[config.mk]
export PLATFORM = sky130hd
export DESIGN_NAME = rse_rf
export DESIGN_NICKNAME = d
export VERILOG_FILES = /design/src/hw/rtl/rse_pkg.sv /design/src/hw/rtl/rse_rf.sv
export SDC_FILE = /design/constraint.sdc
export NUM_CORES = 1
export LEC_CHECK = 0
export ABC_AREA = 0
export BUFFER_PORTS_ARGS = -buffer_cell sky130_fd_sc_hd__clkbuf_2
export CORE_MARGIN = 2
export CORE_UTILIZATION = 55
export DETAILED_ROUTE_END_ITERATION = 12
export PLACE_DENSITY = 0.74
export SLEW_MARGIN = 25
export SYNTH_ARGS = -nofsm -noshare
export SYNTH_HDL_FRONTEND = slang
export SYNTH_SLANG_ARGS = --single-unit
[constraint.sdc]
create_clock -name i_clk -period 3.42 [get_ports i_clk]
set_clock_uncertainty 0.2 [all_clocks]
set_input_delay 0.684 -clock i_clk [delete_from_list [all_inputs] [get_ports i_clk]]
set_output_delay 0.684 -clock i_clk [all_outputs]
set_load 0.1 [all_outputs]
[src/hw/rtl/rse_pkg.sv]
// Shared constants and types for the RISC subset executor.
`default_nettype none

package rse_pkg;

    // Storage sizes
    localparam int MEM_WORDS = 1024;
    localparam int NUM_REGS  = 32;

    // Derived index widths
    localparam int MEM_AW = $clog2(MEM_WORDS);
    localparam int RF_AW  = $clog2(NUM_REGS);

    // Width of a register index field on the ports
    localparam int REG_IW = 5;

    // Request codes; code 7 is unused and has no effect
    typedef enum logic [2:0] {
        OP_ADD     = 3'd0,
        OP_SUB     = 3'd1,
        OP_LOAD    = 3'd2,
        OP_STORE   = 3'd3,
        OP_BEQ     = 3'd4,
        OP_PRELOAD = 3'd5,
        OP_READ    = 3'd6
    } t_op;

    // Register file write request
    typedef struct packed {
        logic             en;
        logic [RF_AW-1:0] idx;
        logic [31:0]      data;
    } t_rf_wr;

endpackage : rse_pkg

`default_nettype wire

[src/hw/rtl/rse_rf.sv]
// Register file: two registered read ports, one write port, per-entry valid bits.
`default_nettype none

module rse_rf (
    input  wire logic                      i_clk,
    input  wire logic                      i_rst_n,
    input  wire logic                      i_rd_en,
    input  wire logic [rse_pkg::RF_AW-1:0] i_ra_idx,
    input  wire logic [rse_pkg::RF_AW-1:0] i_rb_idx,
    input  wire rse_pkg::t_rf_wr           i_wr,
    output logic [31:0]                    o_ra_data,
    output logic [31:0]                    o_rb_data
);

    logic [31:0]                  r_mem [rse_pkg::NUM_REGS];
    logic [rse_pkg::NUM_REGS-1:0] r_vld;

    logic [31:0] r_qa;
    logic [31:0] r_qb;
    logic        r_va;
    logic        r_vb;
    logic        r_hit_a;
    logic        r_hit_b;
    logic [31:0] r_wd;

    // Valid bits: an entry never written reads as zero
    always_ff @(posedge i_clk) begin
        if (!i_rst_n) begin
            r_vld <= '0;
        end else if (i_wr.en) begin
            r_vld[i_wr.idx] <= 1'b1;
        end
    end

    always_ff @(posedge i_clk) begin
        if (i_wr.en) begin
            r_mem[i_wr.idx] <= i_wr.data;
        end
    end

    // Registered reads; a same-edge write to the read entry wins
    always_ff @(posedge i_clk) begin
        if (i_rd_en) begin
            r_qa    <= r_mem[i_ra_idx];
            r_qb    <= r_mem[i_rb_idx];
            r_va    <= r_vld[i_ra_idx];
            r_vb    <= r_vld[i_rb_idx];
            r_hit_a <= i_wr.en && (i_wr.idx == i_ra_idx);
            r_hit_b <= i_wr.en && (i_wr.idx == i_rb_idx);
            r_wd    <= i_wr.data;
        end
    end

    assign o_ra_data = r_hit_a ? r_wd : (r_va ? r_qa : '0);
    assign o_rb_data = r_hit_b ? r_wd : (r_vb ? r_qb : '0);

endmodule : rse_rf

`default_nettype wire

==> reports/metrics.yaml, run 1 <==
seqPwrFrac_pct: 49.4
wire_per_inst_um: 31.5
grt_pass1_vias: 34859
synth_nets: 3785
synthesis.area_sq_um: 54100
grt_usage_pct: 31.8
synth_cell_type_count: 32
p_leak_nw: 23.1
drtPass1Iterations: 6
p_clk_share_pct: 39.4
r2r_cells: 5
path_clk_slew_ns: 0.06
gp_congestion: 0.855
max_freq_ghz: 0.286
drv_slew: 0
clock_latency_ns: 0.69
vdd_drop_max_mv: 0.444
endpoint: "o_rb_data[14]"
synth_cells: 3734
cp-end-kind: "output port"
yosys.area.top_type: "edfxtp_1"
final_util_pct: 63.1
critPathKind: "reg -> out"
area_growth_pct: 14.2
cap_violations: 0
port_buffers: 114
internal_power_mw: 24.6
antenna_found_initial: 15
ioPinCount: 115
cts_resized: 0
ctsHoldBuffers: 0
synth_ff_type: "edfxtp_1"
vias_per_cell: 6.88
rr_startpoint: "r_mem[3][5]"
slew-limit-headroom_pct: 46.1
cts.path.max_buffers: 3
slowest_stage: "nor2b_4"
fp.dieH_um: 318
core_area_sq_um: 98000
setup_viol: 1
yosysTopAreaCellShare_pct: 62.3
crit_cells: 4
hold_violations: 0
numCtsBuffers: 112
overflow: 0
path_buf_inv: 2
tightest_slew_ns: 0.809
cts_tree: "yes"
pwr_density_cell_nw_per_um2: 523
grt_setup_unrepaired: "no"
crit_arrival_ns: 2.61
grt_pass1_wl_mm: 236
drt_iter0_drc: 5010
crit_start: "r_vb"
rows: 115
final_nets: 3926
layout_common_cells: "edfxtp_1 (1124), mux2i_1 (1056), nand2_1 (203)"
p_sw_mw: 7.75
min_period_over_period_pct: 102
drive_gt1_share_pct: 13.3
yosysSeqAreaShare_pct: 63.5
pwr-share-comb_pct: 11.2
layout_min_cycle_time_ns: 3.49
async_flop_share_pct: 0
violations: "setup timing"
layout.cells.most_common: "edfxtp_1"
drt-total-wl_mm: 165
critPathLaunchType: "flip-flop"
timing.rr.end: "r_qb[5]"
crit_required_ns: 2.54
dieArea_sq_um: 101000
cts_root_buf: "clkbuf_16"
yosys_warnings: 0
die_w_um: 318
syn_avg_cell_area_sq_um: 14.5
h-tree-depth: 3
num_vias: 36168
drcViolationCount: 0
post-cts-setup-buffers: 0
ant_nets: 0
rrSetupSlack_ns: 1.63
worst_path_dominant_cell_family: "buffers and inverters"
grt_max_degree: 101
cp_cell_sequence: "nor2b_4 > buf_4 > a22o_1 > buf_12"
critPathMaxStageDelay_ns: 0.53
hpwl_mm: 95.1
worst_slack_ns: -0.0728
synth-seq-cells: 1156
ys_top_cells_by_area: "edfxtp_1 (62%), mux2i_1 (20%), a22o_1 (3.1%), a22oi_1 (2.7%), nand3_1 (1.8%)"
synth-edff-count: 1124
setup_tns_ns: -0.0728
swShare_pct: 23.9
start_util_pct: 55.3
critPathMaxFanout: 8
hp-class: "in -> reg"
status: "finished with violations"
cts.sinks: 1156
-- power groups by stage --
stage | clock, mW | sequential, mW | combinational (mW)
6_report | 12.7 | 16.0 | 3.61
5_1_grt | 13.3 | 16.0 | 3.73
4_1_cts | 12.8 | 16.0 | 3.55
3_3_place_gp | 0 | 16.3 | 3.51
3_5_place_dp | 0 | 16.3 | 3.54
2_1_floorplan | 0 | 16.2 | 2.21
-- registers in the layout (all words and copies together), names as in the netlist --
name and flops:
r_qb 32, r_va 1, r_hit_b 1, r_vld 32
r_qa 32, r_wd 32, r_hit_a 1, r_vb 1
r_mem 1024
-- cell usage after synthesis, types with 3 or more instances --
| cell | instances |
|---|---|
| nand3b_1 | 5 |
| clkbuf_1 | 75 |
| edfxtp_1 | 1124 |
| o21a_1 | 32 |
| buf_4 | 52 |
| xor2_1 | 8 |
| dfxtp_1 | 32 |
| nand2_1 | 205 |
| a31oi_1 | 66 |
| a22oi_1 | 198 |
| nand3_1 | 200 |
| mux2i_1 | 1056 |
| clkbuf_4 | 11 |
| nor2b_1 | 6 |
| or3b_1 | 3 |
| buf_6 | 50 |
| nor2_1 | 33 |
| buf_1 | 9 |
| nand2b_1 | 4 |
| a22o_1 | 194 |
| a21oi_1 | 198 |
| nor3_1 | 66 |
| buf_2 | 90 |
-- stage by stage --
step | area, sq um | worst slack, ns | power [mW] | std cells | hold slack, ns
global route | 61800 | 0.0118 | 33.1 | 5255 | 0.217
finish | 61800 | -0.0728 | 32.3 | 5258 | 0.189
global placement | 58100 | 0.530 | 19.8 | 5048 | 0.269
floorplan | 54100 | 0.00290 | 18.4 | 3734 | 0.261
CTS | 61800 | 0.0297 | 32.3 | 5252 | 0.148
detailed placement | 58100 | 0.472 | 19.8 | 5048 | 0.278
-- final cells by class --
class,count,area [sq um]
Fill cell,7007,36100
Clock inverter,67,785
Antenna cell,6,15.0
Timing Repair Buffer,316,3830
Clock buffer,137,2980
Multi-Input combinational cell,2289,18200
Sequential cell,1156,34400
Tap cell,1287,1610
-- layer usage --
metal,wire length (um),GRT usage [%],vias up
met4,7860,14.2,14
li1,-,-,15034
met5,76,0,-
met2,74700,48.7,2347
met1,64100,44.0,18292
met3,18700,6.85,481
-- worst min path at each step --
stage / start / endpoint / slack [ns] / cells past startpoint
6_report: i_wr[37] / r_hit_a / 0.19 / 2
5_1_grt: i_wr[37] / r_hit_a / 0.22 / 2
4_1_cts: i_wr[37] / r_hit_a / 0.15 / 2
3_5_place_dp: r_vld[12] / r_vld[12] / 0.28 / 1
3_3_place_gp: r_vld[23] / r_vld[23] / 0.27 / 1
2_1_floorplan: r_vld[0] / r_vld[0] / 0.26 / 1
-- worst register-to-register path, cell delays in order (launching register included) --
cell      delay [ns]
edfxtp_1        0.38
mux2i_1         0.18
a22o_1          0.18
nor3_1          0.05
a31oi_1         0.30
nand3_1         0.20
-- logic make-up (layout without fill, tap and decap cells) --
logic type	Yosys count	after routing	share of synthesized area (%)
flip-flops	1156	1156	63.5
multiplexers	1056	1056	19.5
XOR/XNOR	10	10	0.162
other	0	6	0
AND/OR/NAND/NOR	533	533	4.47
buffers and inverters	289	520	3.38
AO/OA/AOI/OAI	690	690	8.94
Note: power is estimated with default switching activity, not from simulation.
==> run 2: changes to the inputs <==
--- a/config.mk
+++ b/config.mk
@@ -11,6 +11,8 @@
 export CORE_UTILIZATION = 55
 export DETAILED_ROUTE_END_ITERATION = 12
 export PLACE_DENSITY = 0.74
+export SETUP_SLACK_MARGIN = 0.3
+export SKIP_LAST_GASP = 1
 export SLEW_MARGIN = 25
 export SYNTH_ARGS = -nofsm -noshare
 export SYNTH_HDL_FRONTEND = slang
==> reports/metrics.yaml, run 2 (synthesis results as in run 1) <==
path_buf_inv: 2
drt_iter0_drc: 4953
grt_usage_pct: 31.9
timing.rr.end: "r_qb[5]"
cts.path.max_buffers: 3
fp.dieH_um: 318
path_clk_slew_ns: 0.06
cts_tree: "yes"
crit_required_ns: 2.54
cts_root_buf: "clkbuf_16"
slew-limit-headroom_pct: 46.4
critPathKind: "reg -> out"
drcViolationCount: 0
area_growth_pct: 14.3
grt_pass1_wl_mm: 236
multi_input_area_sq_um: 18200
critPathMaxFanout: 31
final_nets: 3929
pre_cts_slack_ns: 0.472
rr_startpoint: "r_mem[3][5]"
rows: 115
hold_violations: 0
num_vias: 36131
status: "completed"
nFillCells: 7007
gp_congestion: 0.855
pwr_density_cell_nw_per_um2: 523
fin_cells: 5259
worst_slack_ns: 0.272
grt_pass1_vias: 34889
r2r_cells: 5
antenna_found_initial: 14
worst_path_dominant_cell_family: "flip-flops"
min_period_over_period_pct: 92.1
place_inst: 5048
port_buffers: 114
start_util_pct: 55.3
dieArea_sq_um: 101000
cp-end-kind: "output port"
wire_per_inst_um: 31.5
cp_common_cell: "buf_12"
clock_latency_ns: 0.69
overflow: 0
largest_reg_flops: 1024
grt_setup_unrepaired: "no"
ant_nets: 0
seq_area_sq_um: 34400
layout.cells.most_common: "edfxtp_1"
cap_violations: 0
crit_arrival_ns: 2.26
slowest_stage: "edfxtp_1"
vias_per_cell: 6.87
critPathMaxStageDelay_ns: 0.54
layout_min_cycle_time_ns: 3.15
endpoint: "o_ra_data[13]"
drv_slew: 0
p_leak_nw: 23.1
grt_max_degree: 101
drtPass1Iterations: 6
layout_common_cells: "edfxtp_1 (1124), mux2i_1 (1056), nand2_1 (203)"
setup_tns_ns: 0
critPathLaunchType: "flip-flop"
max_freq_ghz: 0.318
largest_register: "r_mem"
die_w_um: 318
drt-total-wl_mm: 166
rrSetupSlack_ns: 1.64
ioPinCount: 115
crit_cells: 4
h-tree-depth: 3
cts.sinks: 1156
cp_cell_sequence: "nor2b_4 > buf_12 > a22o_2 > buf_12"
tightest_slew_ns: 0.804
drive_gt1_share_pct: 13.5
hpwl_mm: 95.1
setup_viol: 0
numCtsBuffers: 112
vdd_drop_max_mv: 0.442
core_area_sq_um: 98000
crit_start: "r_va"
hp-class: "in -> reg"
==> run 2: final cells by class <==
type / count / area share [%]
sequential: 1156 / 55.6
multi-input combinational: 2289 / 29.5
timing repair buffer: 319 / 6.24
clock buffer: 137 / 4.82
tap: 1287 / 2.60
clock inverter: 67 / 1.27
antenna: 4 / 0.0162
==> run 2: what timing repair did <==
action / 4_1_cts / 5_1_grt
buffers inserted: 2 / 1
setup endpoints to repair: 36 / 10
hold buffers: 0 / 0
gates resized for setup: 7 / 0
==> run 2: how the worst min path moves through the flow <==
stage                     cells after the start  slack, ns   endpoint  startpoint
after floorplan                               1       0.26   r_vld[0]    r_vld[0]
after global placement                        1       0.27  r_vld[23]   r_vld[23]
after detailed placement                      1       0.28  r_vld[12]   r_vld[12]
after CTS                                     2       0.15    r_hit_a    i_wr[37]
after global routing                          2       0.22    r_hit_a    i_wr[37]
final                                         2       0.19    r_hit_a    i_wr[37]
==> run 2: power by group <==
part           internal (mW)  total [mW]  switching, mW
clock network           7.51        12.7           5.23
registers               15.8        16.0          0.147
logic                   1.25        3.62           2.37
total                   24.6        32.3           7.74
==> run 2: metal layers <==
metal,track usage [%],vias to the layer above,wire (um)
li1,-,15038,-
met1,44.0,18187,64200
met2,48.7,2388,74700
met3,6.98,498,19000
met4,14.1,20,7670
met5,0,-,103
==> run 2: stage by stage <==
step	util (%)	area [sq um]	hold WS, ns	total power, mW
floorplan	-	54100	0.261	18.4
global placement	59.3	58100	0.269	19.8
detailed placement	59.3	58100	0.278	19.8
CTS	63.1	61900	0.148	32.3
global route	63.1	61900	0.217	33.1
finish	63.1	61900	0.188	32.3
